<file path="config.mk">
export PLATFORM = sky130hd
export DESIGN_NAME = heading_holdover_tracker
export DESIGN_NICKNAME = d
export VERILOG_FILES = /design/src/rtl/hht_pkg.sv /design/src/rtl/hht_arith.sv /design/src/rtl/heading_holdover_tracker.sv
export VERILOG_INCLUDE_DIRS = /design/src /design/src/rtl
export SDC_FILE = /design/constraint.sdc
export NUM_CORES = 2
export LEC_CHECK = 0
export BUFFER_PORTS_ARGS = -buffer_cell sky130_fd_sc_hd__buf_2
export CAP_MARGIN = 0
export CORE_ASPECT_RATIO = 1.5
export CORE_MARGIN = 3
export CORE_UTILIZATION = 25
export CTS_BUF_LIST = sky130_fd_sc_hd__clkbuf_2
export CTS_CLUSTER_DIAMETER = 100
export DETAILED_ROUTE_END_ITERATION = 8
export HOLD_SLACK_MARGIN = 0.08
export PLACE_DENSITY = 0.46
export SLEW_MARGIN = 20
export SYNTH_ARGS = -nofsm -noshare
export SYNTH_HDL_FRONTEND = slang
export SYNTH_SLANG_ARGS = --single-unit
</file>
<file path="constraint.sdc">
create_clock -name clk -period 11 [get_ports clk]
set_clock_uncertainty 0.15 [all_clocks]
set_input_delay 2.2 -clock clk [delete_from_list [all_inputs] [get_ports clk]]
set_output_delay 2.2 -clock clk [all_outputs]
set_load 0.05 [all_outputs]
</file>
<file path="src/rtl/heading_holdover_tracker_assert.svh">
// -----------------------------------------------------------------------------
// Heading holdover tracker assertion macros
// Shared property forms for the tracker RTL. Each macro expects signals named
// clk and rst_n in the module that uses it.
// -----------------------------------------------------------------------------
`ifndef HEADING_HOLDOVER_TRACKER_ASSERT_SVH
`define HEADING_HOLDOVER_TRACKER_ASSERT_SVH

// Same-cycle implication, disabled while reset is asserted.
`define HHT_ASSERT_IMP(label, ante, cons, msg) \
    label: assert property (@(posedge clk) disable iff (!rst_n) (ante) |-> (cons)) \
        else $error(msg);

// Next-cycle implication, disabled while reset is asserted.
`define HHT_ASSERT_NXT(label, ante, cons, msg) \
    label: assert property (@(posedge clk) disable iff (!rst_n) (ante) |=> (cons)) \
        else $error(msg);

`endif

</file>
<file path="src/rtl/hht_pkg.sv">
// -----------------------------------------------------------------------------
// Heading holdover tracker package
// Types, codes and widths shared by the tracker and its arithmetic unit.
// -----------------------------------------------------------------------------
package hht_pkg;

    // Operating modes as reported on the result.
    localparam logic [1:0] MODE_TRACK = 2'd0;
    localparam logic [1:0] MODE_HOLD  = 2'd1;
    localparam logic [1:0] MODE_LOST  = 2'd2;

    // Quality code reported during holdover and blend.
    localparam logic [1:0] QUAL_POOR = 2'd1;

    // Configuration register indexes.
    localparam logic [1:0] CFG_MAX_HOLDOVER = 2'd0;
    localparam logic [1:0] CFG_MIN_GOOD     = 2'd1;
    localparam logic [1:0] CFG_BLEND_MS     = 2'd2;

    // Configuration reset values.
    localparam logic [23:0] MAX_HOLDOVER_RST = 24'd30000;
    localparam logic [7:0]  MIN_GOOD_RST     = 8'd3;
    localparam logic [15:0] BLEND_MS_RST     = 16'd2000;

    // Arithmetic unit widths and step counts.
    localparam int MCAND_W  = 32;
    localparam int MPLIER_W = 21;
    localparam int NUM_W    = 49;
    localparam int DEN_W    = 17;
    localparam int WORK_W   = MCAND_W + MPLIER_W;
    localparam int ADD_W    = MCAND_W + 2;
    localparam int CNT_W    = 6;
    localparam logic [CNT_W-1:0] MUL_STEPS = CNT_W'(MPLIER_W);
    localparam logic [CNT_W-1:0] DIV_STEPS = CNT_W'(NUM_W);

    typedef enum logic {
        OP_MUL,
        OP_DIV
    } arith_op_t;

    typedef struct packed {
        logic      start;
        arith_op_t op;
    } arith_cmd_t;

    typedef struct packed {
        logic busy;
        logic done;
    } arith_stat_t;

    // Sequencer states of the tracker.
    typedef enum logic [2:0] {
        ST_IDLE,
        ST_DECIDE,
        ST_MUL,
        ST_DIV,
        ST_ADJUST,
        ST_FINISH
    } state_t;

    // Source of the new held angle.
    typedef enum logic [1:0] {
        SEL_KEEP,
        SEL_TARGET,
        SEL_DR,
        SEL_BLEND
    } held_sel_t;

endpackage

</file>
<file path="src/rtl/hht_arith.sv">
// -----------------------------------------------------------------------------
// Heading holdover tracker arithmetic unit
// Serial shift-add multiplier and restoring divider sharing one adder.
// -----------------------------------------------------------------------------
`include "heading_holdover_tracker_assert.svh"

module hht_arith import hht_pkg::*;
(
    input  logic                clk,
    input  logic                rst_n,
    input  arith_cmd_t          cmd,
    input  logic [MCAND_W-1:0]  mcand,
    input  logic [MPLIER_W-1:0] mplier,
    input  logic [NUM_W-1:0]    num,
    input  logic [DEN_W-1:0]    den,
    output arith_stat_t         stat,
    output logic [WORK_W-1:0]   result
);

    logic               busy_reg;
    logic               done_reg;
    arith_op_t          op_reg;
    logic [CNT_W-1:0]   cnt_reg;
    logic [WORK_W-1:0]  work_reg;
    logic [WORK_W-1:0]  work_next;
    logic [DEN_W:0]     rem_reg;
    logic [DEN_W:0]     rem_next;
    logic [MCAND_W-1:0] mcand_reg;
    logic [DEN_W-1:0]   den_reg;
    logic [DEN_W:0]     div_shift;
    logic [ADD_W-1:0]   add_a;
    logic [ADD_W-1:0]   add_b;
    logic               add_cin;
    logic [ADD_W-1:0]   add_sum;

    // Operand selection for the shared adder and the next work values.
    always_comb
    begin
        div_shift = {rem_reg[DEN_W-1:0], work_reg[NUM_W-1]};
        add_a     = '0;
        add_b     = '0;
        add_cin   = 1'b0;
        work_next = work_reg;
        rem_next  = rem_reg;
        unique case (op_reg)
            OP_MUL:
            begin
                add_a = {{(ADD_W-MCAND_W){1'b0}}, work_reg[WORK_W-1:MPLIER_W]};
                add_b = work_reg[0] ? {{(ADD_W-MCAND_W){1'b0}}, mcand_reg} : '0;
            end
            OP_DIV:
            begin
                add_a   = {{(ADD_W-DEN_W-1){1'b0}}, div_shift};
                add_b   = ~{{(ADD_W-DEN_W){1'b0}}, den_reg};
                add_cin = 1'b1;
            end
            default:
            begin
                add_a = '0;
            end
        endcase
        add_sum = add_a + add_b + {{(ADD_W-1){1'b0}}, add_cin};
        if (op_reg == OP_MUL)
        begin
            work_next = {add_sum[MCAND_W:0], work_reg[MPLIER_W-1:1]};
        end
        else
        begin
            // A clear sign bit means the trial subtraction fits: quotient bit 1.
            work_next = {work_reg[WORK_W-1:NUM_W], work_reg[NUM_W-2:0], ~add_sum[ADD_W-1]};
            rem_next  = add_sum[ADD_W-1] ? div_shift : add_sum[DEN_W:0];
        end
    end

    // Step counter and handshake with the sequencer.
    always_ff @(posedge clk or negedge rst_n)
    begin
        if (!rst_n)
        begin
            busy_reg <= 1'b0;
            done_reg <= 1'b0;
            op_reg   <= OP_MUL;
            cnt_reg  <= '0;
        end
        else
        begin
            done_reg <= 1'b0;
            if (cmd.start)
            begin
                busy_reg <= 1'b1;
                op_reg   <= cmd.op;
                cnt_reg  <= (cmd.op == OP_MUL) ? MUL_STEPS : DIV_STEPS;
            end
            else if (busy_reg)
            begin
                cnt_reg <= cnt_reg - CNT_W'(1);
                if (cnt_reg == CNT_W'(1))
                begin
                    busy_reg <= 1'b0;
                    done_reg <= 1'b1;
                end
            end
        end
    end

    // Operand and partial result registers.
    always_ff @(posedge clk)
    begin
        if (cmd.start)
        begin
            mcand_reg <= mcand;
            den_reg   <= den;
            rem_reg   <= '0;
            if (cmd.op == OP_MUL)
            begin
                work_reg <= {{MCAND_W{1'b0}}, mplier};
            end
            else
            begin
                work_reg <= {{(WORK_W-NUM_W){1'b0}}, num};
            end
        end
        else if (busy_reg)
        begin
            work_reg <= work_next;
            rem_reg  <= rem_next;
        end
    end

    assign stat.busy = busy_reg;
    assign stat.done = done_reg;
    assign result    = work_reg;

    `HHT_ASSERT_IMP(a_start_idle, cmd.start, !busy_reg, "arith start while busy")
    `HHT_ASSERT_NXT(a_done_pulse, done_reg, !done_reg, "arith done held for two cycles")
    `HHT_ASSERT_IMP(a_cnt_live, busy_reg, cnt_reg != '0, "arith busy with empty step count")

endmodule

</file>
<file path="src/rtl/heading_holdover_tracker.sv">
// -----------------------------------------------------------------------------
// Heading holdover tracker
// Supervises an external heading source with gyro dead reckoning in holdover
// and a shortest-arc blend on recovery.
// -----------------------------------------------------------------------------
// One request is processed at a time; sample_ready is high only while idle.
// A request that needs no arithmetic (tracking, snap, lost) passes from the
// decide step straight to the finish step. Dead reckoning runs the serial
// multiplier for 21 steps; a recovery blend adds the 49-step restoring
// divider after the multiplier. The finished result sits in an output register
// and the block returns to idle once that register is free; an output stall
// holds the block in its finish step. Angles are held as 32-bit fractions of
// a turn; configuration is written by index through cfg_we, cfg_index and
// cfg_data.
// -----------------------------------------------------------------------------
`include "heading_holdover_tracker_assert.svh"

module heading_holdover_tracker import hht_pkg::*;
(
    input  logic               clk,
    input  logic               rst_n,
    input  logic               sample_valid,
    output logic               sample_ready,
    input  logic               source_valid,
    input  logic [15:0]        source_heading,
    input  logic [1:0]         source_quality,
    input  logic signed [23:0] yaw_rate,
    input  logic [20:0]        step_time,
    input  logic [31:0]        now_ms,
    output logic               result_valid,
    input  logic               result_ready,
    output logic               out_valid,
    output logic [15:0]        out_heading,
    output logic [1:0]         out_quality,
    output logic [1:0]         out_mode,
    output logic               gyro_only,
    output logic [31:0]        holdover_elapsed,
    input  logic               cfg_we,
    input  logic [1:0]         cfg_index,
    input  logic [23:0]        cfg_data
);

    // Sequencer and configuration.
    state_t      state_reg;
    state_t      state_next;
    logic [23:0] max_holdover_reg;
    logic [7:0]  min_good_reg;
    logic [15:0] blend_ms_reg;

    // Latched request.
    logic        src_valid_reg;
    logic [15:0] src_heading_reg;
    logic [1:0]  src_quality_reg;
    logic [23:0] yaw_rate_reg;
    logic [20:0] step_time_reg;
    logic [31:0] now_ms_reg;

    // Tracker state.
    logic [1:0]  mode_reg;
    logic [7:0]  good_count_reg;
    logic        recovering_reg;
    logic        ever_locked_reg;
    logic        from_holdover_reg;
    logic [31:0] held_angle_reg;
    logic [31:0] holdover_start_reg;
    logic [31:0] blend_start_reg;
    logic [31:0] blend_origin_reg;

    // Plan for the request in flight.
    held_sel_t   sel_reg;
    logic        sign_reg;
    logic [31:0] delta_reg;
    logic [31:0] delta_next;
    logic        pend_valid_reg;
    logic [1:0]  pend_quality_reg;
    logic [1:0]  pend_mode_reg;
    logic        pend_gyro_reg;
    logic [31:0] pend_elapsed_reg;

    // Result register.
    logic        result_valid_reg;
    logic        out_valid_reg;
    logic [15:0] out_heading_reg;
    logic [1:0]  out_quality_reg;
    logic [1:0]  out_mode_reg;
    logic        gyro_only_reg;
    logic [31:0] holdover_elapsed_reg;

    // Decision signals.
    logic [31:0]         target;
    logic [7:0]          dec_good;
    logic [1:0]          dec_mode;
    logic                dec_rec;
    logic                dec_ever;
    logic                dec_fh;
    logic [31:0]         dec_hs;
    logic [31:0]         dec_bs;
    logic [31:0]         dec_bo;
    held_sel_t           dec_sel;
    logic                dec_valid;
    logic [1:0]          dec_quality;
    logic [1:0]          dec_out_mode;
    logic                dec_gyro;
    logic [31:0]         dec_elapsed;
    logic                dec_sign;
    logic [MCAND_W-1:0]  dec_mcand;
    logic [MPLIER_W-1:0] dec_mplier;
    logic [31:0]         hold_el;
    logic [31:0]         blend_el;
    logic [31:0]         blend_diff;
    logic [31:0]         blend_mag;
    logic [23:0]         rate_mag;

    // Arithmetic unit connection.
    arith_cmd_t          arith_cmd;
    arith_stat_t         arith_stat;
    logic [WORK_W-1:0]   arith_result;
    logic [NUM_W-1:0]    div_num;

    // Adjust and finish datapath.
    logic [35:0] dr_sum;
    logic [31:0] blend_q;
    logic [31:0] held_new;
    logic [15:0] heading_new;
    logic        out_free;
    logic        load_result;

    assign target = {src_heading_reg, 16'h0000};

    // Mode decision for the latched request.
    always_comb
    begin
        dec_good     = good_count_reg;
        dec_mode     = mode_reg;
        dec_rec      = recovering_reg;
        dec_ever     = ever_locked_reg;
        dec_fh       = from_holdover_reg;
        dec_hs       = holdover_start_reg;
        dec_bs       = blend_start_reg;
        dec_bo       = blend_origin_reg;
        dec_sel      = SEL_KEEP;
        dec_valid    = 1'b0;
        dec_quality  = 2'd0;
        dec_out_mode = MODE_LOST;
        dec_gyro     = 1'b0;
        dec_elapsed  = '0;
        if (!src_valid_reg)
        begin
            dec_good = '0;
            dec_rec  = 1'b0;
            if (mode_reg == MODE_TRACK)
            begin
                dec_mode = MODE_HOLD;
                dec_hs   = now_ms_reg;
            end
            if (dec_mode == MODE_HOLD)
            begin
                if (hold_el > {8'h00, max_holdover_reg})
                begin
                    dec_mode = MODE_LOST;
                end
                else
                begin
                    dec_sel      = SEL_DR;
                    dec_valid    = 1'b1;
                    dec_quality  = QUAL_POOR;
                    dec_out_mode = MODE_HOLD;
                    dec_gyro     = 1'b1;
                    dec_elapsed  = hold_el;
                end
            end
        end
        else
        begin
            dec_good = (good_count_reg == 8'hFF) ? 8'hFF : good_count_reg + 8'd1;
            if (mode_reg == MODE_TRACK || !ever_locked_reg)
            begin
                dec_mode     = MODE_TRACK;
                dec_ever     = 1'b1;
                dec_sel      = SEL_TARGET;
                dec_valid    = 1'b1;
                dec_quality  = src_quality_reg;
                dec_out_mode = MODE_TRACK;
            end
            else if (dec_good < min_good_reg)
            begin
                if (mode_reg == MODE_HOLD)
                begin
                    dec_sel      = SEL_DR;
                    dec_valid    = 1'b1;
                    dec_quality  = QUAL_POOR;
                    dec_out_mode = MODE_HOLD;
                    dec_gyro     = 1'b1;
                end
            end
            else
            begin
                // First trusted sample opens the recovery window.
                if (!recovering_reg)
                begin
                    dec_rec = 1'b1;
                    dec_bs  = now_ms_reg;
                    dec_bo  = held_angle_reg;
                    dec_fh  = (mode_reg == MODE_HOLD);
                end
                if (!dec_fh || blend_ms_reg == 16'd0 || blend_el >= {16'h0000, blend_ms_reg})
                begin
                    dec_mode     = MODE_TRACK;
                    dec_rec      = 1'b0;
                    dec_sel      = SEL_TARGET;
                    dec_valid    = 1'b1;
                    dec_quality  = src_quality_reg;
                    dec_out_mode = MODE_TRACK;
                end
                else
                begin
                    dec_sel      = SEL_BLEND;
                    dec_valid    = 1'b1;
                    dec_quality  = QUAL_POOR;
                    dec_out_mode = MODE_HOLD;
                end
            end
        end
    end

    // Elapsed times and multiplier operands.
    always_comb
    begin
        hold_el    = now_ms_reg - ((mode_reg == MODE_TRACK) ? now_ms_reg : holdover_start_reg);
        blend_el   = now_ms_reg - (recovering_reg ? blend_start_reg : now_ms_reg);
        blend_diff = target - (recovering_reg ? blend_origin_reg : held_angle_reg);
        blend_mag  = blend_diff[31] ? (~blend_diff + 32'd1) : blend_diff;
        rate_mag   = yaw_rate_reg[23] ? (~yaw_rate_reg + 24'd1) : yaw_rate_reg;
        if (dec_sel == SEL_DR)
        begin
            dec_sign   = yaw_rate_reg[23];
            dec_mcand  = {{(MCAND_W-24){1'b0}}, rate_mag};
            dec_mplier = step_time_reg;
        end
        else
        begin
            dec_sign   = blend_diff[31];
            dec_mcand  = blend_mag;
            dec_mplier = {{(MPLIER_W-16){1'b0}}, blend_el[15:0]};
        end
    end

    // Rounding numerator for the blend step: 2 * product + duration.
    assign div_num = {arith_result[NUM_W-2:0], 1'b0} + {{(NUM_W-16){1'b0}}, blend_ms_reg};

    hht_arith u_arith
    (
        .clk    (clk),
        .rst_n  (rst_n),
        .cmd    (arith_cmd),
        .mcand  (dec_mcand),
        .mplier (dec_mplier),
        .num    (div_num),
        .den    ({blend_ms_reg, 1'b0}),
        .stat   (arith_stat),
        .result (arith_result)
    );

    // Step delta: rounded dead-reckoning increment or signed blend step.
    always_comb
    begin
        dr_sum  = sign_reg ? (36'd8 - arith_result[35:0]) : (arith_result[35:0] + 36'd8);
        blend_q = arith_result[31:0];
        if (sel_reg == SEL_DR)
        begin
            delta_next = dr_sum[35:4];
        end
        else
        begin
            delta_next = sign_reg ? (~blend_q + 32'd1) : blend_q;
        end
    end

    // New held angle and its rounded 16-bit heading.
    always_comb
    begin
        case (sel_reg)
            SEL_TARGET: held_new = target;
            SEL_DR:     held_new = held_angle_reg + delta_reg;
            SEL_BLEND:  held_new = blend_origin_reg + delta_reg;
            default:    held_new = held_angle_reg;
        endcase
        heading_new = pend_valid_reg ? (held_new[31:16] + {15'h0000, held_new[15]}) : 16'h0000;
    end

    assign out_free = !result_valid_reg || result_ready;

    // Sequencer next state and controls.
    always_comb
    begin
        state_next      = state_reg;
        sample_ready    = 1'b0;
        arith_cmd.start = 1'b0;
        arith_cmd.op    = OP_MUL;
        load_result     = 1'b0;
        unique case (state_reg)
            ST_IDLE:
            begin
                sample_ready = 1'b1;
                if (sample_valid)
                begin
                    state_next = ST_DECIDE;
                end
            end
            ST_DECIDE:
            begin
                if (dec_sel == SEL_DR || dec_sel == SEL_BLEND)
                begin
                    arith_cmd.start = 1'b1;
                    state_next      = ST_MUL;
                end
                else
                begin
                    state_next = ST_FINISH;
                end
            end
            ST_MUL:
            begin
                if (arith_stat.done)
                begin
                    if (sel_reg == SEL_BLEND)
                    begin
                        arith_cmd.start = 1'b1;
                        arith_cmd.op    = OP_DIV;
                        state_next      = ST_DIV;
                    end
                    else
                    begin
                        state_next = ST_ADJUST;
                    end
                end
            end
            ST_DIV:
            begin
                if (arith_stat.done)
                begin
                    state_next = ST_ADJUST;
                end
            end
            ST_ADJUST:
            begin
                state_next = ST_FINISH;
            end
            ST_FINISH:
            begin
                if (out_free)
                begin
                    load_result = 1'b1;
                    state_next  = ST_IDLE;
                end
            end
            default:
            begin
                state_next = ST_IDLE;
            end
        endcase
    end

    // State register.
    always_ff @(posedge clk or negedge rst_n)
    begin
        if (!rst_n)
        begin
            state_reg <= ST_IDLE;
        end
        else
        begin
            state_reg <= state_next;
        end
    end

    // Configuration registers.
    always_ff @(posedge clk or negedge rst_n)
    begin
        if (!rst_n)
        begin
            max_holdover_reg <= MAX_HOLDOVER_RST;
            min_good_reg     <= MIN_GOOD_RST;
            blend_ms_reg     <= BLEND_MS_RST;
        end
        else if (cfg_we)
        begin
            unique case (cfg_index)
                CFG_MAX_HOLDOVER: max_holdover_reg <= cfg_data;
                CFG_MIN_GOOD:     min_good_reg     <= cfg_data[7:0];
                CFG_BLEND_MS:     blend_ms_reg     <= cfg_data[15:0];
                default:          min_good_reg     <= min_good_reg;
            endcase
        end
    end

    // Tracker state: committed at decision, held angle at finish.
    always_ff @(posedge clk or negedge rst_n)
    begin
        if (!rst_n)
        begin
            mode_reg           <= MODE_LOST;
            good_count_reg     <= '0;
            recovering_reg     <= 1'b0;
            ever_locked_reg    <= 1'b0;
            from_holdover_reg  <= 1'b0;
            held_angle_reg     <= '0;
            holdover_start_reg <= '0;
            blend_start_reg    <= '0;
            blend_origin_reg   <= '0;
        end
        else
        begin
            if (state_reg == ST_DECIDE)
            begin
                mode_reg           <= dec_mode;
                good_count_reg     <= dec_good;
                recovering_reg     <= dec_rec;
                ever_locked_reg    <= dec_ever;
                from_holdover_reg  <= dec_fh;
                holdover_start_reg <= dec_hs;
                blend_start_reg    <= dec_bs;
                blend_origin_reg   <= dec_bo;
            end
            if (load_result)
            begin
                held_angle_reg <= held_new;
            end
        end
    end

    // Request latch, plan and delta registers.
    always_ff @(posedge clk)
    begin
        if (sample_valid && sample_ready)
        begin
            src_valid_reg   <= source_valid;
            src_heading_reg <= source_heading;
            src_quality_reg <= source_quality;
            yaw_rate_reg    <= yaw_rate;
            step_time_reg   <= step_time;
            now_ms_reg      <= now_ms;
        end
        if (state_reg == ST_DECIDE)
        begin
            sel_reg          <= dec_sel;
            sign_reg         <= dec_sign;
            pend_valid_reg   <= dec_valid;
            pend_quality_reg <= dec_quality;
            pend_mode_reg    <= dec_out_mode;
            pend_gyro_reg    <= dec_gyro;
            pend_elapsed_reg <= dec_elapsed;
        end
        if (state_reg == ST_ADJUST)
        begin
            delta_reg <= delta_next;
        end
    end

    // Output handshake flag.
    always_ff @(posedge clk or negedge rst_n)
    begin
        if (!rst_n)
        begin
            result_valid_reg <= 1'b0;
        end
        else if (load_result)
        begin
            result_valid_reg <= 1'b1;
        end
        else if (result_ready)
        begin
            result_valid_reg <= 1'b0;
        end
    end

    // Output payload.
    always_ff @(posedge clk)
    begin
        if (load_result)
        begin
            out_valid_reg        <= pend_valid_reg;
            out_heading_reg      <= heading_new;
            out_quality_reg      <= pend_quality_reg;
            out_mode_reg         <= pend_mode_reg;
            gyro_only_reg        <= pend_gyro_reg;
            holdover_elapsed_reg <= pend_elapsed_reg;
        end
    end

    assign result_valid     = result_valid_reg;
    assign out_valid        = out_valid_reg;
    assign out_heading      = out_heading_reg;
    assign out_quality      = out_quality_reg;
    assign out_mode         = out_mode_reg;
    assign gyro_only        = gyro_only_reg;
    assign holdover_elapsed = holdover_elapsed_reg;

    `HHT_ASSERT_IMP(a_load_from_finish, $rose(result_valid_reg), $past(state_reg == ST_FINISH), "result loaded outside finish")
    `HHT_ASSERT_IMP(a_invalid_zero, result_valid_reg && !out_valid_reg, out_mode_reg == MODE_LOST && out_heading_reg == '0 && holdover_elapsed_reg == '0, "invalid result carries data")
    `HHT_ASSERT_IMP(a_gyro_hold, result_valid_reg && gyro_only_reg, out_mode_reg == MODE_HOLD && out_valid_reg, "gyro only outside holdover")

endmodule
</file>
# After elaboration in Yosys (flattened, before gate mapping)

Index checks and enable logic that the tools add are counted.

Register bits: 543
Bits of input ports: 127
Logic and storage cells: 226

Add/sub/neg operators: 16
$lt $le $gt $ge: 3
Equality and inequality tests: 25
Muxes and demuxes: 95
Bitwise gates (word level): 11
Reductions and logical operators: 30

Operators by type and width:

| operator                                                             | number |
|---|---|
| 32-bit 2-to-1 mux                                                    | 6 |
| 53-bit 2-to-1 mux                                                    | 3 |
| 34-bit one-hot mux with 2 select lines                               | 2 |
| 32-bit one-hot mux with 3 select lines                               | 1 |
| 32-bit subtractor                                                    | 3 |
| 32-bit by 1-bit adder with 32-bit output (second input constant)     | 2 |
| 32-bit adder                                                         | 2 |
| 32-bit NOT                                                           | 2 |
| 2-bit 2-to-1 mux                                                     | 27 |
| 49-bit by 16-bit adder with 49-bit output                            | 1 |
| 49-bit 2-to-1 mux                                                    | 1 |
| 24-bit 2-to-1 mux                                                    | 2 |
| 36-bit by 4-bit adder with 36-bit output (second input constant)     | 1 |
| 1-bit 2-to-1 mux                                                     | 36 |
| 36-bit 2-to-1 mux                                                    | 1 |
| 4-bit by 36-bit subtractor with 36-bit output (first input constant) | 1 |
| 34-bit by 1-bit adder with 34-bit output                             | 1 |
| 34-bit adder                                                         | 1 |
| 17-bit NOT with 34-bit output                                        | 1 |
| 32-bit by 16-bit >= comparator with 1-bit output                     | 1 |
| 32-bit by 24-bit > comparator with 1-bit output                      | 1 |
| 31-bit 2-to-1 mux                                                    | 1 |
| 24-bit by 1-bit adder with 24-bit output (second input constant)     | 1 |
| 24-bit NOT                                                           | 1 |
| 36 further kinds                                                     | 81 |

# Logic depth before layout (Yosys ltp)

Depth after elaboration: 19
Depth in mapped cells: 33
Depth with buffers taken out: 29

# By module

From an unflattened synthesis, not the netlist that was laid out.

Cells, all modules: 3840
Area, all modules: 36790.3 um^2

By module, submodules not included:

| module                   | times used | cells an instance | area an instance (um^2) | seq. area each (um^2) |
|---|---|---|---|---|
| heading_holdover_tracker | 1          | 3131              | 29370.7                 | 11516.0 |
| hht_arith                | 1          | 709               | 7419.6                  | 3628.5 |

# Worst setup path before layout

No wires, ideal clock.

Path kind: reg2reg
Start point: register recovering_reg
End point: register u_arith.work_reg[0], in the netlist u_arith.result[0] (enable)
Setup time: 408 ps
Arrival: 7741 ps
Setup slack: 2701 ps
Stages on the path, launching flop included: 30
Buffers on the path: 7
Clock period less this slack: 8299 ps
Path through: dfrtp_1 > buf_2 > buf_2 > buf_1 > buf_1 > clkbuf_1 > buf_1 > mux2i_1 > fa_1 > a21oi_1 > o21bai_1 > a21oi_1 > o21a_1 > o21ai_0 > a21oi_1 > xnor2_1 > ha_1 > a21oi_1 > nand2_1 > a211oi_1 > o32a_1 > nand4_1 > a2111oi_0 > nand4_1 > a2111oi_2 > nand4_1 > a31oi_4 > nor2_2 > buf_2 > nand2_1

Cells in the longest elaborated chain, start to end: 16

Ends and longest elaborated chain:

| item                                                      | line                            | source |
|---|---|---|
| start: declaration                                        | heading_holdover_tracker.sv:61  | `logic recovering_reg;` |
| start signal: assignment                                  | heading_holdover_tracker.sv:418 | `recovering_reg <= dec_rec;` |
| branches (longest 6 deep; another with 32-bit subtractor) | n/a                             |  |
| 1-bit logical OR *                                        | heading_holdover_tracker.sv:206 | `if (!dec_fh \|\| blend_ms_reg == 16'd0 \|\| blend_el >= {16'h0000, blend_ms_reg})` |
| 2-bit 2-to-1 mux *                                        | heading_holdover_tracker.sv:206 |  |
| 2-bit 2-to-1 mux *                                        | heading_holdover_tracker.sv:185 | `else if (dec_good < min_good_reg)` |
| 2-bit 2-to-1 mux *                                        | heading_holdover_tracker.sv:176 | `if (mode_reg == MODE_TRACK \|\| !ever_locked_reg)` |
| 2-bit 2-to-1 mux *                                        | heading_holdover_tracker.sv:147 | `if (!src_valid_reg)` |
| 2-bit == test                                             | heading_holdover_tracker.sv:312 | `if (dec_sel == SEL_DR \|\| dec_sel == SEL_BLEND)` |
| 1-bit logical OR *                                        | heading_holdover_tracker.sv:312 |  |
| 1-bit 2-to-1 mux *                                        | heading_holdover_tracker.sv:312 |  |
| 1-bit one-hot mux with 2 select lines *                   | heading_holdover_tracker.sv:301 | `unique case (state_reg)` |
| 2-bit nonzero test (no source line) *                     | n/a                             |  |
| end signal: assignment                                    | hht_arith.sv:116                | `work_reg <= {{MCAND_W{1'b0}}, mplier};` |
| end signal: assignment                                    | hht_arith.sv:120                | `work_reg <= {{(WORK_W-NUM_W){1'b0}}, num};` |
| end signal: assignment                                    | hht_arith.sv:125                | `work_reg <= work_next;` |
| end: declaration                                          | hht_arith.sv:24                 | `logic [WORK_W-1:0] work_reg;` |

Every way passes the cells marked *. The select of a mux whose other input is x is not followed.
A chain may end at the register's enable or synchronous reset.

# Worst setup path after layout

Start point: register mode_reg[0]
End point: register u_arith.work_reg[33], in the netlist u_arith.result[33] (data pin)

RTL lines:

| item                                              | line                            | source |
|---|---|---|
| start: declaration                                | heading_holdover_tracker.sv:59  | `logic [1:0] mode_reg;` |
| start signal: assignment                          | heading_holdover_tracker.sv:416 | `mode_reg <= dec_mode;` |
| 2-bit logical NOT *                               | heading_holdover_tracker.sv:229 | `hold_el = now_ms_reg - ((mode_reg == MODE_TRACK) ? now_ms_reg : holdover_start_reg);` |
| 32-bit 2-to-1 mux *                               | n/a                             |  |
| 32-bit subtractor *                               | heading_holdover_tracker.sv:229 |  |
| net hold_el[22]                                   | heading_holdover_tracker.sv:108 | `logic [31:0] hold_el;` |
| 32-bit by 24-bit > comparator with 1-bit output * | heading_holdover_tracker.sv:158 | `if (hold_el > {8'h00, max_holdover_reg})` |
| 2-bit 2-to-1 mux *                                | heading_holdover_tracker.sv:158 |  |
| 2-bit 2-to-1 mux *                                | heading_holdover_tracker.sv:156 | `if (dec_mode == MODE_HOLD)` |
| 2-bit 2-to-1 mux *                                | heading_holdover_tracker.sv:147 |  |
| 2-bit == test                                     | heading_holdover_tracker.sv:312 |  |
| 1-bit logical OR *                                | heading_holdover_tracker.sv:312 |  |
| 1-bit 2-to-1 mux *                                | heading_holdover_tracker.sv:312 |  |
| 1-bit one-hot mux with 2 select lines *           | heading_holdover_tracker.sv:301 |  |
| 53-bit 2-to-1 mux *                               | hht_arith.sv:109                | `if (cmd.start)` |

Mark *: on every way through the listed nets, which the timed path passes. The rest lies on a longest branch. The select of a mux whose other input is x is not followed.

==> results.yml <==
outcome:
  status: "finished, final reports clean"
sta:
  finalMaxSlewViolations: 0
  hold_violations: 0
  rsz0062_at_grt: "false"
  relSlewSlack_pct: 24.35
  fin_crit_sh_pct: 74.06
  finalCriticalPeriod_ns: 8.146
  fmax_mhz: 122.8
  tightest_slew_ns: 1.135
  tns_ns: 0
  setup_viol: 0
yosys:
  synthFlopType: "edfxtp_1"
  synth_edf_count: 323
  avgSynthCellArea_um2: 9.505
  synthCells: 3838
  ys_warn_count: 0
  ys_types: 106
  ys_ff_latch: 542
  synthesis.area_um2: 36480
  synthArstFlopShare_pct: 37.27
  yosysSeqAreaShare_pct: 41.43
routing:
  drt-total-wl_mm: 130.0
  num_vias: 30207
  met1_length_mm: 53.25
  antenna_left: 0
  routed_via_density: 4.983
  drc: 0
  highest_layer: "met5"
  firstDrtPassIters: 6
  dr_wl_met2_mm: 65.76
  dr_wl_met3_mm: 5.365
  drt_first_iter_violations: 1869
  wire_per_inst_um: 21.45
global_route:
  grt_overflow: 0
  grt_pass1_wl_mm: 192.9
  antenna_found_initial: 10
  grt_pass1_vias: 30305
  grt_usage_pct: 16.86
  grt_max_degree: 106
setup_path:
  crit_fanout: 58
  reg2regPathDepth: 28
  worst_ep_required_time_ns: 12.11
  crit_slowest_cell: "buf_4"
  path_class: "reg -> reg"
  reg2reg_to: "u_arith.result[33]"
  startpoint_type: "flip-flop"
  slowest_delay_ns: 0.72
  crit_path_end_kind: "flip-flop"
  r2r_start: "mode_reg[0]"
  rrSetupSlack_ns: 2.85
  crit_arrival_ns: 9.26
cts:
  path_clk_slew_ns: 0.11
  cts_tree: "yes"
  cts_hold_buf: 0
  root_buffer: "clkbuf_2"
  cts_setup_buffers: 0
  insertion_delay_ns: 1.58
  cts_buffers: 154
  ctsLongestPathBuffers: 3
  clkSinkCount: 542
  cts_resized: 0
  cts_max_level: 4
die:
  initial_core_util_pct: 25.19
  die_height_um: 473.9
  die-area_um2: 150600
  coreArea_um2: 144800
  rows: 171
  num_io_pins: 183
  die_width_um: 317.9
cells_and_area:
  final_util_pct: 28.27
  final_nets: 4373
  largest_reg_flops: 53
  syn_to_final_growth_pct: 12.24
  drive_gt1_share_pct: 15.64
  layout.cells.most_common_list: "389 x nand2_1, 323 x edfxtp_1, 309 x a21oi_1, 296 x nor2_1, 230 x clkbuf_2"
  final_common_cell: "nand2_1"
place:
  routabilityCongestion: 0.8636
  hpwl_mm: 97.85
  io_buffers: 182
min_path:
  hp-class: "reg -> reg"
  hp-start: "pend_elapsed_reg[5]"
  min_to: "holdover_elapsed[5]"
  hold_depth: 0
run:
  cap_violations: 0
power_and_ir_drop:
  p_leak_nw: 16.52
  peakVddDrop_mv: 0.1236
  p_per_area_nw_per_um2: 256.7
-- cell usage after synthesis, types with 13 or more instances --
cell	instances	share of area (%)
and3_1	45	0.77
a21o_1	88	1.8
dfxtp_1	17	0.93
nor3_1	65	0.89
o211ai_1	34	0.70
ha_1	209	7.2
a211oi_1	46	0.95
o21ai_0	223	3.1
nand4_1	45	0.77
nand2b_1	38	0.65
nand2_1	390	4.0
o21a_1	16	0.33
clkbuf_1	146	1.5
dfrtp_1	186	13
buf_2	18	0.25
a31oi_1	43	0.74
edfxtp_1	323	27
dfstp_2	16	1.2
xnor2_1	158	3.8
xor2_1	118	2.8
and2_1	34	0.58
mux2i_1	136	3.7
o22ai_1	24	0.41
o21bai_1	23	0.47
nor4_1	29	0.50
inv_1	139	1.4
nand3_1	79	1.1
nor2_1	301	3.1
a21oi_1	310	4.3
nand3b_1	13	0.27
buf_1	20	0.21
o41ai_1	13	0.31
mux2_2	107	3.3
nor2b_1	60	1.0
a211o_1	16	0.38
o31ai_1	32	0.66
or3_1	36	0.62
-- metal layers --
metal | track usage (%) | vias to the layer above
met4 | 7.874 | 8
met3 | 2.743 | 245
met5 | 0 | -
met1 | 19.65 | 14619
li1 | - | 14565
met2 | 30.11 | 770
-- area by class of cell --
cell class | count | area, um2
timing repair buffer | 219 | 1199
inverter | 145 | 545.5
fill | 15398 | 103900
antenna | 2 | 5.005
sequential | 542 | 15120
clock inverter | 51 | 392.9
tap | 1903 | 2381
multi-input combinational | 2970 | 20150
clock buffer | 230 | 1151
-- kinds of logic after synthesis --
group | count (synthesis) | synth area share [%]
adders and majority gates | 218 | 7.559
and+or+nand+nor | 1202 | 15.83
buffers and inverters | 333 | 3.560
DFF | 542 | 41.43
AOI/OAI and AO/OA | 1021 | 17.89
muxes | 245 | 7.096
other | 1 | 0.01028
xor gates and xnor gates | 276 | 6.626
-- critical path, delay by kind of cell, from the launching register on --
family	cells	cell delay, ns
flops	1	0.45
compound gates	6	1.66
fa+ha+maj	2	0.67
buf+inv	5	1.96
mux	1	0.29
simple gates	13	2.42
xor+xnor	1	0.17
-- worst max-delay path by stage --
stage                               endpoint            from  slack (ns)  depth (start not counted)
final                     u_arith.result[33]     mode_reg[0]        2.85                         28
after CTS                 u_arith.result[33]     mode_reg[0]        2.81                         28
after detailed placement  u_arith.result[33]     mode_reg[0]        2.85                         28
after global routing      u_arith.result[33]     mode_reg[0]        2.14                         28
after floorplan            u_arith.result[0]  recovering_reg        2.70                         29
after global placement    u_arith.result[33]     mode_reg[0]        2.87                         28
-- where the power goes --
| group | internal [mW] | total, mW | leakage, nW | switching [mW] |
|---|---|---|---|---|
| Clock | 0.708 | 1.70 | 1.14 | 0.987 |
| Sequential | 2.84 | 3.27 | 5.65 | 0.433 |
| Combinational | 2.03 | 5.54 | 9.73 | 3.52 |
| Total | 5.58 | 10.5 | 16.5 | 4.94 |
-- stage by stage --
| stage | instance area (um2) | hold slack, ns | power (mW) | cells | setup slack [ns] |
|---|---|---|---|---|---|
| floorplan | 36510 | 0.2503 | 7.168 | 3845 | 2.701 |
| global placement | 39390 | 0.2516 | 8.861 | 5779 | 2.874 |
| finish | 40950 | 0.2509 | 10.51 | 6062 | 2.854 |
| CTS | 40940 | 0.2366 | 10.67 | 6060 | 2.812 |
| detailed placement | 39400 | 0.2545 | 8.887 | 5779 | 2.848 |
| global route | 40940 | 0.2547 | 11.36 | 6061 | 2.142 |
Note: power is estimated with default switching activity, not from simulation.
